[config.mk]
export PLATFORM = sky130hd
export DESIGN_NAME = radix_base_converter
export DESIGN_NICKNAME = d
export VERILOG_FILES = /design/src/rtl/core/rbc_pkg.sv /design/src/rtl/core/rbc_div.sv /design/src/rtl/core/rbc_store.sv /design/src/rtl/core/radix_base_converter.sv
export SDC_FILE = /design/constraint.sdc
export NUM_CORES = 1
export LEC_CHECK = 0
export ABC_AREA = 1
export BUFFER_PORTS_ARGS = -buffer_cell sky130_fd_sc_hd__buf_2
export CAP_MARGIN = 20
export CORE_MARGIN = 2
export CORE_UTILIZATION = 25
export DETAILED_ROUTE_END_ITERATION = 16
export MAX_ROUTING_LAYER = met4
export SLEW_MARGIN = 30
export SYNTH_ARGS = -nofsm -noshare
export SYNTH_HDL_FRONTEND = slang
export SYNTH_SLANG_ARGS = --single-unit
[constraint.sdc]
create_clock -name aclk -period 6.75 [get_ports aclk]
set_input_delay 0.3375 -clock aclk [delete_from_list [all_inputs] [get_ports aclk]]
set_output_delay 0.3375 -clock aclk [all_outputs]
set_load 0.01 [all_outputs]
[src/rtl/core/rbc_pkg.sv]
// Shared types, constants and digit helpers for the radix base converter.
`default_nettype none

package rbc_pkg;

    localparam int BASE_W      = 6;
    localparam int CHAR_W      = 8;
    localparam int STORE_DEPTH = 32;
    localparam int STORE_AW    = 5;
    localparam int CNT_W       = 6;
    localparam int FLAG_W      = 3;

    localparam logic [BASE_W-1:0] BASE_MIN      = 6'd2;
    localparam logic [BASE_W-1:0] BASE_MAX      = 6'd36;
    localparam logic [BASE_W-1:0] IN_BASE_RST   = 6'd10;
    localparam logic [BASE_W-1:0] OUT_BASE_RST  = 6'd2;
    localparam logic [BASE_W-1:0] DIGIT_MAX_NUM = 6'd9;
    localparam logic [CHAR_W-1:0] CHAR_ZERO     = 8'd48;
    localparam logic [CHAR_W-1:0] CHAR_ALPHA    = 8'd55;
    localparam logic [CHAR_W-1:0] CHAR_LOWER    = 8'd87;

    // Configuration register indexes.
    typedef logic [0:0] cfg_addr_t;
    localparam cfg_addr_t REG_IN_BASE  = 1'b0;
    localparam cfg_addr_t REG_OUT_BASE = 1'b1;

    typedef struct packed {
        logic [BASE_W-1:0] digit;
        logic              bad;
    } char_dec_t;

    // Status of the shared divider.
    typedef struct packed {
        logic              done;
        logic [BASE_W-1:0] rem;
    } div_stat_t;

    function automatic logic [BASE_W-1:0] clamp_base(input logic [BASE_W-1:0] b);
        logic [BASE_W-1:0] r;
        r = b;
        if (b < BASE_MIN) r = BASE_MIN;
        else if (b > BASE_MAX) r = BASE_MAX;
        return r;
    endfunction

    function automatic char_dec_t decode_char(input logic [CHAR_W-1:0] c);
        char_dec_t   d;
        logic [CHAR_W-1:0] t;
        d.bad = 1'b0;
        t     = '0;
        if (c >= "0" && c <= "9") t = c - CHAR_ZERO;
        else if (c >= "A" && c <= "Z") t = c - CHAR_ALPHA;
        else if (c >= "a" && c <= "z") t = c - CHAR_LOWER;
        else d.bad = 1'b1;
        d.digit = t[BASE_W-1:0];
        return d;
    endfunction

    function automatic logic [CHAR_W-1:0] encode_digit(input logic [BASE_W-1:0] r);
        logic [CHAR_W-1:0] w;
        w = {{(CHAR_W-BASE_W){1'b0}}, r};
        return (r > DIGIT_MAX_NUM) ? w + CHAR_ALPHA : w + CHAR_ZERO;
    endfunction

endpackage

`default_nettype wire

[src/rtl/core/rbc_div.sv]
// Shared restoring divider: one quotient bit per cycle by a small base.
`default_nettype none

module rbc_div #(
    parameter int VALUE_BITS = 32
) (
    input  wire logic                          aclk,
    input  wire logic                          aresetn,
    input  wire logic                          start,
    input  wire logic [VALUE_BITS-1:0]         dividend,
    input  wire logic [rbc_pkg::BASE_W-1:0]    divisor,
    output logic [VALUE_BITS-1:0]              quotient,
    output rbc_pkg::div_stat_t                 stat
);
    import rbc_pkg::*;

    localparam int CW = $clog2(VALUE_BITS + 1);
    localparam logic [CW-1:0] CNT_FULL = CW'(VALUE_BITS);
    localparam logic [CW-1:0] CNT_ONE  = CW'(1);

    logic [VALUE_BITS-1:0] quot_reg;
    logic [BASE_W-1:0]     rem_reg;
    logic [BASE_W-1:0]     dvs_reg;
    logic [CW-1:0]         cnt_reg;
    logic                  busy_reg;
    logic                  done_reg;

    logic [BASE_W:0] shifted;
    logic [BASE_W:0] diff;
    logic            fits;

    assign shifted = {rem_reg, quot_reg[VALUE_BITS-1]};
    assign diff    = shifted - {1'b0, dvs_reg};
    assign fits    = shifted >= {1'b0, dvs_reg};

    always_ff @(posedge aclk) begin
        if (!aresetn) begin
            busy_reg <= 1'b0;
            done_reg <= 1'b0;
            cnt_reg  <= '0;
        end else begin
            done_reg <= busy_reg && (cnt_reg == CNT_ONE);
            if (start) begin
                busy_reg <= 1'b1;
                cnt_reg  <= CNT_FULL;
            end else if (busy_reg) begin
                cnt_reg <= cnt_reg - CNT_ONE;
                if (cnt_reg == CNT_ONE) busy_reg <= 1'b0;
            end
        end
    end

    always_ff @(posedge aclk) begin
        if (start) begin
            quot_reg <= dividend;
            rem_reg  <= '0;
            dvs_reg  <= divisor;
        end else if (busy_reg) begin
            quot_reg <= {quot_reg[VALUE_BITS-2:0], fits};
            rem_reg  <= fits ? diff[BASE_W-1:0] : shifted[BASE_W-1:0];
        end
    end

    assign quotient  = quot_reg;
    assign stat.done = done_reg;
    assign stat.rem  = rem_reg;

endmodule

`default_nettype wire

[src/rtl/core/rbc_store.sv]
// Digit store: remainders held until they are sent out in reverse order.
`default_nettype none

module rbc_store (
    input  wire logic                          aclk,
    input  wire logic                          wr_en,
    input  wire logic [rbc_pkg::STORE_AW-1:0]  wr_addr,
    input  wire logic [rbc_pkg::BASE_W-1:0]    wr_data,
    input  wire logic                          rd_en,
    input  wire logic [rbc_pkg::STORE_AW-1:0]  rd_addr,
    output logic [rbc_pkg::BASE_W-1:0]         rd_data
);
    import rbc_pkg::*;

    logic [BASE_W-1:0] mem [STORE_DEPTH];

    always_ff @(posedge aclk) begin
        if (wr_en) mem[wr_addr] <= wr_data;
    end

    always_ff @(posedge aclk) begin
        if (rd_en) rd_data <= mem[rd_addr];
    end

endmodule

`default_nettype wire

[src/rtl/core/radix_base_converter.sv]
// Top level of the radix base converter: accumulator, sequencer and output register.
//
//  channel  | dir | word contents (lowest bit first)
//  s_axis   | in  | tdata: digit_char[7:0]; tlast: last_char
//  m_axis   | out | tdata: out_char[7:0]; tlast: last_out;
//           |     | tuser: empty_value, overflowed, bad_char
//  cfg      | in  | cfg_addr 0: in_base, 1: out_base; cfg_wdata[5:0]
//
// Each character is folded into the value with one multiply-accumulate in the idle state.
// The final character then runs the shared divider once per output digit, and each digit
// leaves the digit store in reverse order through a read state and an output state.
// The divider produces one quotient bit per cycle; s_axis is not ready meanwhile.
// Reset is synchronous on aresetn low; the digit store needs no clearing.
// A stall on m_axis holds the sequencer in its emit state until the word is taken.
`default_nettype none

module radix_base_converter #(
    parameter int VALUE_BITS = 32
) (
    input  wire logic                          aclk,
    input  wire logic                          aresetn,
    input  wire logic                          s_axis_tvalid,
    output logic                               s_axis_tready,
    input  wire logic [7:0]                    s_axis_tdata,   // digit_char
    input  wire logic                          s_axis_tlast,   // last_char
    output logic                               m_axis_tvalid,
    input  wire logic                          m_axis_tready,
    output logic [7:0]                         m_axis_tdata,   // out_char
    output logic                               m_axis_tlast,   // last_out
    output logic [2:0]                         m_axis_tuser,   // empty_value, overflowed, bad_char
    input  wire logic                          cfg_wr_en,
    input  wire rbc_pkg::cfg_addr_t            cfg_addr,
    input  wire logic [rbc_pkg::BASE_W-1:0]    cfg_wdata
);
    import rbc_pkg::*;

    localparam int PW = VALUE_BITS + BASE_W;
    localparam logic [CNT_W-1:0] CNT_ONE  = CNT_W'(1);
    localparam logic [CNT_W-1:0] CNT_FULL = CNT_W'(STORE_DEPTH);

    typedef enum logic [2:0] {
        S_IDLE, S_DIV_GO, S_DIV_WAIT, S_EMIT_RD, S_EMIT_OUT, S_EMIT_ZERO
    } state_t;

    state_t                state_reg, state_next;
    logic [VALUE_BITS-1:0] acc_reg, acc_next;
    logic                  ovf_reg, ovf_next;
    logic                  bad_reg, bad_next;
    logic [CNT_W-1:0]      cnt_reg, cnt_next;
    logic                  m_valid_reg, m_valid_next;
    logic [CHAR_W-1:0]     m_char_reg, m_char_next;
    logic                  m_last_reg, m_last_next;
    logic [FLAG_W-1:0]     m_user_reg, m_user_next;

    logic [BASE_W-1:0]     in_base_reg, out_base_reg;

    char_dec_t             dec;
    logic [PW-1:0]         prod;
    logic                  accept;
    logic                  slot_free;
    logic [CNT_W-1:0]      cnt_m1;

    logic                  div_start;
    logic [VALUE_BITS-1:0] div_quot;
    div_stat_t             div_stat;

    logic                  st_wr_en;
    logic                  st_rd_en;
    logic [BASE_W-1:0]     st_rd_data;

    always_ff @(posedge aclk) begin
        if (!aresetn) begin
            in_base_reg  <= IN_BASE_RST;
            out_base_reg <= OUT_BASE_RST;
        end else if (cfg_wr_en) begin
            unique case (cfg_addr)
                REG_IN_BASE:  in_base_reg  <= cfg_wdata;
                REG_OUT_BASE: out_base_reg <= cfg_wdata;
                default: ;
            endcase
        end
    end

    assign dec       = decode_char(s_axis_tdata);
    assign prod      = PW'(acc_reg) * PW'(clamp_base(in_base_reg)) + PW'(dec.digit);
    assign accept    = s_axis_tvalid && s_axis_tready;
    assign slot_free = !m_valid_reg || m_axis_tready;
    assign cnt_m1    = cnt_reg - CNT_ONE;

    assign s_axis_tready = (state_reg == S_IDLE);
    assign div_start     = (state_reg == S_DIV_GO) && (acc_reg != '0);
    assign st_wr_en      = (state_reg == S_DIV_WAIT) && div_stat.done && (cnt_reg < CNT_FULL);
    assign st_rd_en      = (state_reg == S_EMIT_RD);

    always_comb begin
        state_next   = state_reg;
        acc_next     = acc_reg;
        ovf_next     = ovf_reg;
        bad_next     = bad_reg;
        cnt_next     = cnt_reg;
        m_valid_next = m_valid_reg && !m_axis_tready;
        m_char_next  = m_char_reg;
        m_last_next  = m_last_reg;
        m_user_next  = m_user_reg;

        unique case (state_reg)
            S_IDLE: begin
                if (accept) begin
                    // Any bit above the value width means the sum wrapped.
                    acc_next = prod[VALUE_BITS-1:0];
                    ovf_next = ovf_reg || (prod[PW-1:VALUE_BITS] != '0);
                    bad_next = bad_reg || dec.bad;
                    cnt_next = '0;
                    if (s_axis_tlast) state_next = S_DIV_GO;
                end
            end
            S_DIV_GO: begin
                if (acc_reg == '0) state_next = S_EMIT_ZERO;
                else state_next = S_DIV_WAIT;
            end
            S_DIV_WAIT: begin
                if (div_stat.done) begin
                    acc_next = div_quot;
                    if (cnt_reg < CNT_FULL) cnt_next = cnt_reg + CNT_ONE;
                    else ovf_next = 1'b1;
                    if (div_quot == '0) state_next = S_EMIT_RD;
                    else state_next = S_DIV_GO;
                end
            end
            S_EMIT_RD: begin
                state_next = S_EMIT_OUT;
            end
            S_EMIT_OUT: begin
                if (slot_free) begin
                    m_valid_next = 1'b1;
                    m_char_next  = encode_digit(st_rd_data);
                    m_last_next  = (cnt_reg == CNT_ONE);
                    m_user_next  = {bad_reg, ovf_reg, 1'b0};
                    cnt_next     = cnt_m1;
                    if (cnt_reg == CNT_ONE) begin
                        ovf_next   = 1'b0;
                        bad_next   = 1'b0;
                        state_next = S_IDLE;
                    end else begin
                        state_next = S_EMIT_RD;
                    end
                end
            end
            S_EMIT_ZERO: begin
                if (slot_free) begin
                    m_valid_next = 1'b1;
                    m_char_next  = '0;
                    m_last_next  = 1'b1;
                    m_user_next  = {bad_reg, ovf_reg, 1'b1};
                    ovf_next     = 1'b0;
                    bad_next     = 1'b0;
                    state_next   = S_IDLE;
                end
            end
            default: state_next = S_IDLE;
        endcase
    end

    always_ff @(posedge aclk) begin
        if (!aresetn) begin
            state_reg   <= S_IDLE;
            acc_reg     <= '0;
            ovf_reg     <= 1'b0;
            bad_reg     <= 1'b0;
            cnt_reg     <= '0;
            m_valid_reg <= 1'b0;
        end else begin
            state_reg   <= state_next;
            acc_reg     <= acc_next;
            ovf_reg     <= ovf_next;
            bad_reg     <= bad_next;
            cnt_reg     <= cnt_next;
            m_valid_reg <= m_valid_next;
        end
        m_char_reg <= m_char_next;
        m_last_reg <= m_last_next;
        m_user_reg <= m_user_next;
    end

    rbc_div #(
        .VALUE_BITS(VALUE_BITS)
    ) u_div (
        .aclk     (aclk),
        .aresetn  (aresetn),
        .start    (div_start),
        .dividend (acc_reg),
        .divisor  (clamp_base(out_base_reg)),
        .quotient (div_quot),
        .stat     (div_stat)
    );

    rbc_store u_store (
        .aclk    (aclk),
        .wr_en   (st_wr_en),
        .wr_addr (cnt_reg[STORE_AW-1:0]),
        .wr_data (div_stat.rem),
        .rd_en   (st_rd_en),
        .rd_addr (cnt_m1[STORE_AW-1:0]),
        .rd_data (st_rd_data)
    );

    assign m_axis_tvalid = m_valid_reg;
    assign m_axis_tdata  = m_char_reg;
    assign m_axis_tlast  = m_last_reg;
    assign m_axis_tuser  = m_user_reg;

    // A zero value is always sent as a single zero word that closes the run.
    a_empty_is_last: assert property (@(posedge aclk) disable iff (!aresetn)
        m_axis_tvalid && m_axis_tuser[0] |-> m_axis_tlast && (m_axis_tdata == '0))
        else $error("empty word without last or with nonzero data");

    a_cnt_bound: assert property (@(posedge aclk) disable iff (!aresetn)
        cnt_reg <= CNT_FULL)
        else $error("digit count above store depth");

    a_done_in_wait: assert property (@(posedge aclk) disable iff (!aresetn)
        div_stat.done |-> state_reg == S_DIV_WAIT)
        else $error("divider finished outside the wait state");

    a_emit_has_digits: assert property (@(posedge aclk) disable iff (!aresetn)
        (state_reg == S_EMIT_RD) |-> (cnt_reg != '0))
        else $error("emit started with no stored digit");

endmodule

`default_nettype wire
=== After elaboration in Yosys (flattened, before gate mapping) ===
Memories as Yosys holds them, arrays and structs flattened. A register that Yosys moved wholly into a read port is not among the register bits.
Cells that the tools add are included.

* Flip-flop bits (word level): 120
* Bits in latches: 0
* Bits in writable memories: 192
* Memory bits (read-only): 0
* Input bits: 21
* Output and inout bits: 14
* Word-level logic and storage cells: 154
* Memories kept: 1

* Add/subtract/negate cells: 10
* Multipliers: 1
* Divide/modulo/power cells: 0
* Magnitude comparators: 13
* Eq/ne operators: 15
* Shift-type cells: 0
* Multiplexer cells: 57
* Bitwise operators: 2
* Reduce and logical (&&, ||, !) cells: 36

{| class="wikitable"
|+ Memory list
! name !! words !! width !! rd ports !! clocked after memory_dff !! wr ports !! line !! source
|-
| u_store.mem || 32 || 6 || 1 || 1 || 1 || rbc_store.sv:15 || <nowiki>logic [BASE_W-1:0] mem [STORE_DEPTH];</nowiki>
|}

{| class="wikitable"
|+ Operator list
! cell !! count
|-
| 32-bit 2-to-1 mux || 4
|-
| 6-bit 2-to-1 mux || 13
|-
| 32-bit zero test || 2
|-
| 32-bit one-hot mux with 2 select lines || 1
|-
| 38-bit by 6-bit adder with 38-bit output || 1
|-
| 32-bit by 6-bit multiplier with 38-bit output || 1
|-
| 32-bit nonzero test || 1
|-
| 3-bit 2-to-1 mux || 8
|-
| 1-bit 2-to-1 mux || 19
|-
| 3-bit one-hot mux with 6 select lines || 1
|-
| 6-bit one-hot mux with 3 select lines || 1
|-
| 8-bit by 7-bit >= comparator with 1-bit output (second input constant) || 2
|-
| 8-bit by 7-bit less-or-equal comparator with 1-bit output (second input constant) || 2
|-
| 8-bit 2-to-1 mux || 2
|-
| 8-bit one-hot mux with 2 select lines || 1
|-
| 5-bit AND reduction || 3
|-
| 6-bit by 6-bit adder with 7-bit output (second input constant) || 2
|-
| 6-bit by 1-bit == test with 1-bit output (second input constant) || 2
|-
| 6-bit greater-than comparator (second input constant) || 2
|-
| 6-bit by 2-bit < comparator with 1-bit output (second input constant) || 2
|-
| 6-bit by 1-bit subtractor with 6-bit output (second input constant) || 2
|-
| 6-bit subtractor (second input constant) || 2
|-
| 1-bit logical AND || 9
|-
| 8-bit by 6-bit >= comparator with 1-bit output (second input constant) || 1
|-
| 30 further kinds || 50
|}

=== Logic depth before layout (Yosys ltp) ===
Gate-level depths: netlist of run 1.

* Depth in word-level cells: 10
* Mapped depth: 37
* Mapped depth without buffers: 36

=== By module ===
Synthesis of run 1 repeated with hierarchy kept, for this count alone.

* Cell total of the unflattened synthesis: 2500
* Area total of the unflattened synthesis: 21391.8 µm²

{| class="wikitable"
|+ Modules (own cells, without submodules)
! module !! times used !! cells each !! area each (µm²) !! sequential area each (µm²)
|-
| radix_base_converter || 1 || 1509 || 10745.3 || 1451.4
|-
| rbc_store || 1 || 704 || 8137.8 || 5945.7
|-
| rbc_div || 1 || 287 || 2508.7 || 1421.4
|}

=== Least setup slack after synthesis of run 1 ===
OpenSTA, ideal clock, no wires.

* Path kind: flip-flop to flip-flop
* Start: reg in_base_reg[3]
* End: reg acc_reg[22]
* Setup time: 132 ps
* Arrival: 4850 ps
* Required time: 6618 ps
* Path slack: 1768 ps
* Cell stages (with the launch flop): 31
* Buffers on the path: 1
* Period minus slack after synthesis: 4982 ps
* Path through: dfxtp_1 nor2_1 inv_1 nor2_1 nor2_1 inv_1 a21oi_1 nor2_1 clkbuf_1 nor2_1 fa_1 inv_1 fa_1 inv_1 fa_1 inv_1 fa_1 inv_1 ha_1 nand2_1 inv_1 a21oi_1 o21ai_2 nand2_1 nand3_1 nand2_1 nand2_1 nand2_1 nand2_1 o21ai_0 a21oi_1

* Longest elaborated chain between the ends: 7

{| class="wikitable"
|+ RTL lines
! element !! line !! source
|-
| start, declared || radix_base_converter.sv:55 || <nowiki>logic [BASE_W-1:0] in_base_reg, out_base_reg;</nowiki>
|-
| start signal, assigned || radix_base_converter.sv:77 || <nowiki>REG_IN_BASE: in_base_reg <= cfg_wdata;</nowiki>
|-
| 6-bit greater-than comparator || rbc_pkg.sv:42 || <nowiki>else if (b > BASE_MAX) r = BASE_MAX;</nowiki>
|-
| 6-bit 2-to-1 mux || rbc_pkg.sv:42 ||
|-
| 6-bit 2-to-1 mux * || rbc_pkg.sv:41 || <nowiki>if (b < BASE_MIN) r = BASE_MIN;</nowiki>
|-
| 32-bit by 6-bit multiplier with 38-bit output * || radix_base_converter.sv:85 || <nowiki>assign prod = PW'(acc_reg) * PW'(clamp_base(in_base_reg)) + PW'(dec.digit);</nowiki>
|-
| 38-bit by 6-bit adder with 38-bit output * || radix_base_converter.sv:85 ||
|-
| 32-bit 2-to-1 mux * || radix_base_converter.sv:108 || <nowiki>if (accept) begin</nowiki>
|-
| 32-bit one-hot mux with 2 select lines * || radix_base_converter.sv:106 || <nowiki>unique case (state_reg)</nowiki>
|-
| end signal, assigned || radix_base_converter.sv:174 || <nowiki>acc_reg <= acc_next;</nowiki>
|-
| end, declared || radix_base_converter.sv:46 || <nowiki>logic [VALUE_BITS-1:0] acc_reg, acc_next;</nowiki>
|}

Every way passes the cells marked *; elsewhere a longest branch is shown, timed or not. The select of a mux whose other input is x is not followed.
A chain may end at the register's enable or synchronous reset.

=== Worst setup path after layout of run 1 ===
* Start: reg in_base_reg[3]
* End: reg ovf_reg

* Longest elaborated chain between the ends: 9

{| class="wikitable"
|+ RTL lines
! element !! line !! source
|-
| 6-bit greater-than comparator || rbc_pkg.sv:42 ||
|-
| 6-bit 2-to-1 mux || rbc_pkg.sv:42 ||
|-
| 6-bit 2-to-1 mux * || rbc_pkg.sv:41 ||
|-
| 32-bit by 6-bit multiplier with 38-bit output * || radix_base_converter.sv:85 ||
|-
| 38-bit by 6-bit adder with 38-bit output * || radix_base_converter.sv:85 ||
|-
| 6-bit nonzero test * || radix_base_converter.sv:111 || <nowiki>ovf_next = ovf_reg || (prod[PW-1:VALUE_BITS] != '0);</nowiki>
|-
| 1-bit logical OR * || radix_base_converter.sv:111 ||
|-
| 1-bit 2-to-1 mux * || radix_base_converter.sv:108 ||
|-
| 1-bit one-hot mux with 4 select lines * || radix_base_converter.sv:106 ||
|-
| end signal, assigned || radix_base_converter.sv:175 || <nowiki>ovf_reg <= ovf_next;</nowiki>
|-
| end, declared || radix_base_converter.sv:47 || <nowiki>logic ovf_reg, ovf_next;</nowiki>
|}

Marked as above.

==> results of run 1 <==
[report_power, final]
group / leakage (nW) / internal, mW / switching, mW
clock: 0.548 / 1.08 / 0.804
sequential: 2.85 / 2.42 / 0.130
combinational: 6.33 / 0.721 / 1.51
[cell families (layout without fill, tap and decap cells)]
kind of cell               after synthesis  in the layout  synth area share [%]
AOI/OAI and AO/OA                      403            403                  11.9
and+or+nand+nor                        896            896                  17.8
DFF                                    317            317                  42.6
muxes                                   19             19                 0.919
xor gates and xnor gates                30             30                  1.40
other                                    1              1                0.0181
buffers and inverters                  355            382                  6.91
adders and majority gates              231            231                  18.5
[worst min-delay path by stage]
stage,start,endpoint,slack (ps),cells past startpoint
after CTS,cfg_wdata[3],in_base_reg[3]$_SDFFE_PN1P_,20,3
after floorplan,bad_reg$_SDFFE_PN0P_,m_axis_tuser[2]$_DFFE_PP_,410,0
after detailed placement,out_base_reg[5]$_SDFFE_PN0P_,u_div.dvs_reg[5]$_SDFFCE_PP0P_,440,0
final,cfg_wdata[3],in_base_reg[3]$_SDFFE_PN1P_,40,3
after global routing,cfg_wdata[3],in_base_reg[3]$_SDFFE_PN1P_,50,3
after global placement,out_base_reg[5]$_SDFFE_PN0P_,u_div.dvs_reg[5]$_SDFFCE_PP0P_,430,0
[cell usage in the layout (no fill, tap or decap), types with 12 or more instances in the layout]
cell	instances
ha_1	105
o21ai_0	152
nand2_1	347
dfxtp_1	68
nand4_1	16
xor2_1	18
buf_2	33
a31oi_1	15
inv_1	249
o221ai_1	19
a21oi_1	112
nor2_2	12
edfxtp_1	247
inv_2	14
mux2i_1	19
buf_4	22
nor2_1	409
o211ai_1	26
nor3_1	20
clkbuf_16	35
o32ai_1	31
fa_1	125
nand3_1	53
[stage by stage]
step / util (%) / power [mW]
2_1_floorplan: - / 4.12
3_3_place_gp: 26.8 / 4.82
3_5_place_dp: 26.8 / 4.83
4_1_cts: 28.1 / 6.73
5_1_grt: 28.1 / 7.09
6_report: 28.1 / 6.67
[layout make-up]
cell class | count | area [um^2]
multi-input cells | 1580 | 10500
clock inverters | 22 | 229
clock buffers | 38 | 887
repair buffers | 56 | 340
flip-flops and latches | 317 | 8820
well taps | 1070 | 1340
inverters | 266 | 1000
fillers | 8701 | 58900
[tightest hold or removal path: stages]
cell	delay, ps
buf_2	90
nand2_1	60
nand3_1	70
[layer usage]
| metal | up-vias | GRT usage, % | share of wire, % |
|---|---|---|---|
| met5 | - | - | 0 |
| met4 | 0 | 4.59 | 3.3 |
| met3 | 85 | 1.96 | 5.3 |
| met2 | 433 | 20.5 | 47 |
| met1 | 7486 | 16.8 | 45 |
| li1 | 7558 | - | - |
==> results.md, run 1 <==
* # rows at 105
* Tcrit/Tclk final at 82.4%
* H-tree depth at 2
* Pre-CTS WS at 1240 ps
* Area delta synth->final at 11.5%
* Post-DR wirelength/cell at 15.8 um
* Top_reg_cell synth: edfxtp_1
* CORE AREA at 82,000 um^2
* Stages on worst setup path at 26
* Num ports at 35
* YS warnings at 0
* Reg-to-reg critical path startpoint: in_base_reg[3]$_SDFFE_PN1P_
* Gate Count Post-Synth at 2,252
* R2r worst-path depth at 26
* Max rail drop VDD at 0.138 mV
* Cell Area, Synth at 20,700 um^2
* Final #Nets at 2,508
* R2R Setup Slk at 1190 ps
* Worst-Margin Slew at 896 ps
* Worst endpoint required time at 7170 ps
* Half-perimeter wire length after placement at 38,800 um
* PwrDens at 289 nW/um^2
* Setup Crit Path Kind: reg -> reg
* Setup TNS at 0 ps
* Post-synth EDFFs at 247
* Layout cells sized above 1 at 7.55%
* CP Capture Point: ovf_reg$_SDFFE_PN0P_
* Seq cells post-synth at 317
* Static leakage at 9.73 nW
* GRT Overall Usage at 12.9%
* Placed Instance Area at 21,900 um^2
* PnR worst setup slack at 1190 ps
* Top post-synthesis cells by area: edfxtp_1 (36%), fa_1 (12%), nor2_1 (7.5%)
* CTS Sinks at 317
* Hold Vio Cnt, Final at 0
* DRT antenna net count at 0
* Most Frequent Cell on Critical Path: nor2_1
* Iter 0 DRT Violations at 1,230
* CP endpoint kind: flip-flop
* Distinct cells, synth at 58
* Final antenna diode count at 0
* Critical R2R Capture: ovf_reg$_SDFFE_PN0P_
* Max cap viols at 0
* Post-CTS setup buffer count at 0
* Die Y at 292 um
* Post-CTS resize count at 0
* Critical Path Slowest Stage Cell: nand3_1
* Via count at 15.6k
* Full die area at 85,100 um^2
* Max reg flops at 192
* Vias in the first global route at 15.6k
* RSZ-0062 raised after global routing: no
* Synth area leader: edfxtp_1
* Skew final at 33.8 ps
* CTS Hold Bufs at 1
* Critical Path Fanout Max at 18
* Final setup viols at 0
* DRC at 0
* Initial antenna violation count at 1
* Async S/R FF share, synth at 0%
* Max Freq at 180 MHz
* Root buffer cell: clkbuf_16
* Clock Latency Late Sink at 560 ps
* Syn_nets at 2,504
* Drt first pass iters at 5
* Count leader, synth: nor2_1
* Final hold slack at 36.9 ps
* Clk slew on worst S/H paths at 70 ps
* CTS tree: built
* Slowest stage delay, CP at 610 ps
* IO Port Bufs at 33
* TritonCTS buffer count at 35
* Sequential-to-total area share from yosys stat at 42.6%
* Fin area at 23,100 um^2
* Status: finished, final reports clean
* Initial Util at 25.2%
* Placed Instances at 3,288
* CP top delay family: adder cells
* CTS max path bufs at 3
* Synth top cells by count: nor2_1 (411), nand2_1 (347), inv_1 (250), edfxtp_1 (247), o21ai_0 (152)
* First-pass GRT wire length at 86,000 um
* Total grt overflow at 0
* Final Max Tran Viols at 0
* Startpoint Class: flip-flop
* Top cell type's share of synthesized area at 35.8%
* Largest net degree at the start of global routing at 76
* Worst Setup SP: in_base_reg[3]$_SDFFE_PN1P_
* Routed wire length at 53,000 um
* Rel. slew slack at 40.3%
* Non-Filler Instances at 3,349
* Crit path DAT at 5990 ps
* Vias per inst at 4.65
* Worst path bufs/invs at 4
* Hold Crit Class: in -> reg
* Clock period minus final worst setup slack at 5560 ps
* GPL Wtd Cong at 0.869
* Mapped Avg Cell Area at 9.19 um^2
* Die W at 292 um
Note: power is estimated with default switching activity, not from simulation.
==> run 2, diff against run 1 <==
clock period = 5.4 ns   (was 6.75 ns; I/O delays follow)
==> run 2 against run 1 <==
Die area unchanged. Clock power increased by 31%. Sequential power rose by 24%. Final cell count is 1.1% higher. Largest power group unchanged. Worst setup slack got worse by 960 ps.
==> results.md, run 2 (synthesis gave the netlist of run 1 again) <==
* Routed wire length at 55,300 um (+4.2%)
* Area delta synth->final at 13.7%
* Max cap viols at 0 (unchanged)
* Non-Filler Instances at 3,387 (+1.1%)
* Fin util at 28.7% (+0.57 points)
* CTS max path bufs at 3 (unchanged)
* Final Max Tran Viols at 0 (unchanged)
* Global Route met2 Usage at 21.2% (+0.71 points)
* Skew final at 32.2 ps (-1.60 ps)
* GPL Wtd Cong at 0.887 (+2.0%)
* Clock Latency Late Sink at 560 ps (about the same)
* Final setup viols at 0 (unchanged)
* CORE AREA at 82,000 um^2 (unchanged)
* Static leakage at 9.92 nW (+2.0%)
* Worst endpoint required time at 5860 ps (-1310 ps)
* Critical Path Slowest Stage Cell: fa_1
* Drt first pass iters at 5 (unchanged)
* Max rail drop VDD at 0.272 mV (+98%)
* Global-route layer with the greatest usage: met2
* Initial antenna violation count at 2 (+1)
* # rows at 105 (unchanged)
* First-pass GRT wire length at 89,200 um (+3.7%)
* Tcrit/Tclk final at 95.9% (+13 points)
* Slowest stage delay, CP at 560 ps (-50 ps)
* Die W at 292 um (unchanged)
* IO Port Bufs at 33 (unchanged)
* Met1 usage at 17.6% (+0.82 points)
* Full die area at 85,100 um^2 (unchanged)
* Max reg flops at 192 (unchanged)
* Largest net degree at the start of global routing at 70 (-7.9%)
* Vias in the first global route at 15.8k (+1.2%)
* Crit path DAT at 5630 ps (-360 ps)
* Max Freq at 193 MHz (+7.5%)
* Total grt overflow at 0 (unchanged)
* Vias per inst at 4.65 (about the same)
* Design Power at 8.63 mW (+29%)
* Hold Crit Class: in -> reg
* Num ports at 35 (unchanged)
* Global routing usage on met3 at 2.21% (+0.25 points)
* DRC at 0 (unchanged)
* Placed Instances at 3,315 (+0.82%)
* TritonCTS buffer count at 36 (+2.9%)
* CTS tree: built
* Rel. slew slack at 45.3% (+5.0 points)
* DRT antenna net count at 0 (unchanged)
* Worst-Margin Slew at 817 ps (-78.4 ps)
* Final #Nets at 2,542 (+1.4%)
* Half-perimeter wire length after placement at 39,600 um (+2.3%)
* Clk slew on worst S/H paths at 60 ps (about the same)
* Worst path bufs/invs at 8 (+4)
* Fillers at 8,683 (-0.21%)
* Critical Path Fanout Max at 16 (-2)
* H-tree depth at 2 (unchanged)
* Die Y at 292 um (unchanged)
* Most Frequent Cell on Critical Path: nand2_1
* Iter 0 DRT Violations at 1,279 (+4.0%)
* Root buffer cell: clkbuf_16
* CP top delay family: adder cells
* Clock period minus final worst setup slack at 5180 ps (-389 ps)
* Most common cell after layout, fill and taps aside: nor2_1
* Layout cells sized above 1 at 10.2% (+2.6 points)
* Via count at 15.7k (+1.2%)
* Status: finished, final reports clean
* Startpoint Class: flip-flop
* Post-DR wirelength/cell at 16.3 um (+3.0%)
* Setup Crit Path Kind: reg -> reg
* Most frequent cells in the layout: nor2_1 (404), nand2_1 (339), edfxtp_1 (247), inv_1 (244), o21ai_0 (151)
* PwrDens at 366 nW/um^2 (+27%)
* Hold Vio Cnt, Final at 0 (unchanged)
* Initial Util at 25.2% (unchanged)
* CTS Sinks at 317 (unchanged)
* CP endpoint kind: flip-flop
* GRT Overall Usage at 13.5% (+0.53 points)
[run 2: cell types whose count changed in the layout (fill, tap and decap cells not counted), moves of 6 or more]
cell and delta:
nand2_1 -8, inv_2 +6, buf_4 +23, ha_1 -6
nand2_2 +7, a21oi_2 +8, a21oi_1 -8
[run 2: final timing paths]
path / start / end / slack [ps] / depth (start not counted)
max reg2reg: in_base_reg[3]$_SDFFE_PN1P_ / acc_reg[11]$_SDFFE_PN0P_ / 220 / 28
min: cfg_wdata[2] / out_base_reg[2]$_SDFFE_PN0P_ / 40 / 3
max: in_base_reg[3]$_SDFFE_PN1P_ / acc_reg[11]$_SDFFE_PN0P_ / 220 / 28
min reg2reg: out_base_reg[5]$_SDFFE_PN0P_ / u_div.dvs_reg[5]$_SDFFCE_PP0P_ / 460 / 0
[run 2: area by class of cell]
cell class / count / area, um^2 / area share, %
Antenna cell: 1 / 2.50 / 0.0106
Clock buffer: 43 / 947 / 4.02
Clock inverter: 21 / 214 / 0.909
Inverter: 266 / 1000 / 4.25
Multi-Input combinational cell: 1580 / 10600 / 44.8
Sequential cell: 317 / 8820 / 37.5
Tap cell: 1070 / 1340 / 5.69
Timing Repair Buffer: 89 / 657 / 2.79
[run 2: per-stage QoR]
stage               instance area [um^2]  setup TNS (ps)  setup slack (ps)  hold slack [ps]
floorplan                          20700               0               418              396
global placement                   22200               0               166              435
detailed placement                 22200               0              70.3              441
CTS                                23400               0              43.5             10.3
global route                       23500           -90.8             -30.6             17.5
finish                             23500               0               224             35.7
[run 2: timing repair]
| action | 4_1_cts | 5_1_grt |
|---|---|---|
| buffers inserted | 0 | 3 |
| setup endpoints to repair | 0 | 28 |
| hold buffers | 4 | 0 |
| hold endpoints to repair | 6 | 0 |
| resized for setup | 0 | 41 |
[run 2: power by group]
part / leakage [nW] / internal [mW] / switching [mW]
Clock: 0.564 / 1.41 / 1.05
Sequential: 2.85 / 3.03 / 0.141
Combinational: 6.51 / 1.00 / 1.99
Total: 9.92 / 5.44 / 3.18
[run 2: worst min-delay path, delay by kind of cell]
kind            cells  cell delay (ps)
compound gates      2              180
buf+inv             1              100
[run 2: per-layer routing]
| metal | part of all wire, % | vias to the layer above |
|---|---|---|
| met5 | 0 | - |
| met4 | 3.2 | 0 |
| met3 | 5.9 | 99 |
| met2 | 46 | 443 |
| met1 | 45 | 7564 |
| li1 | - | 7643 |
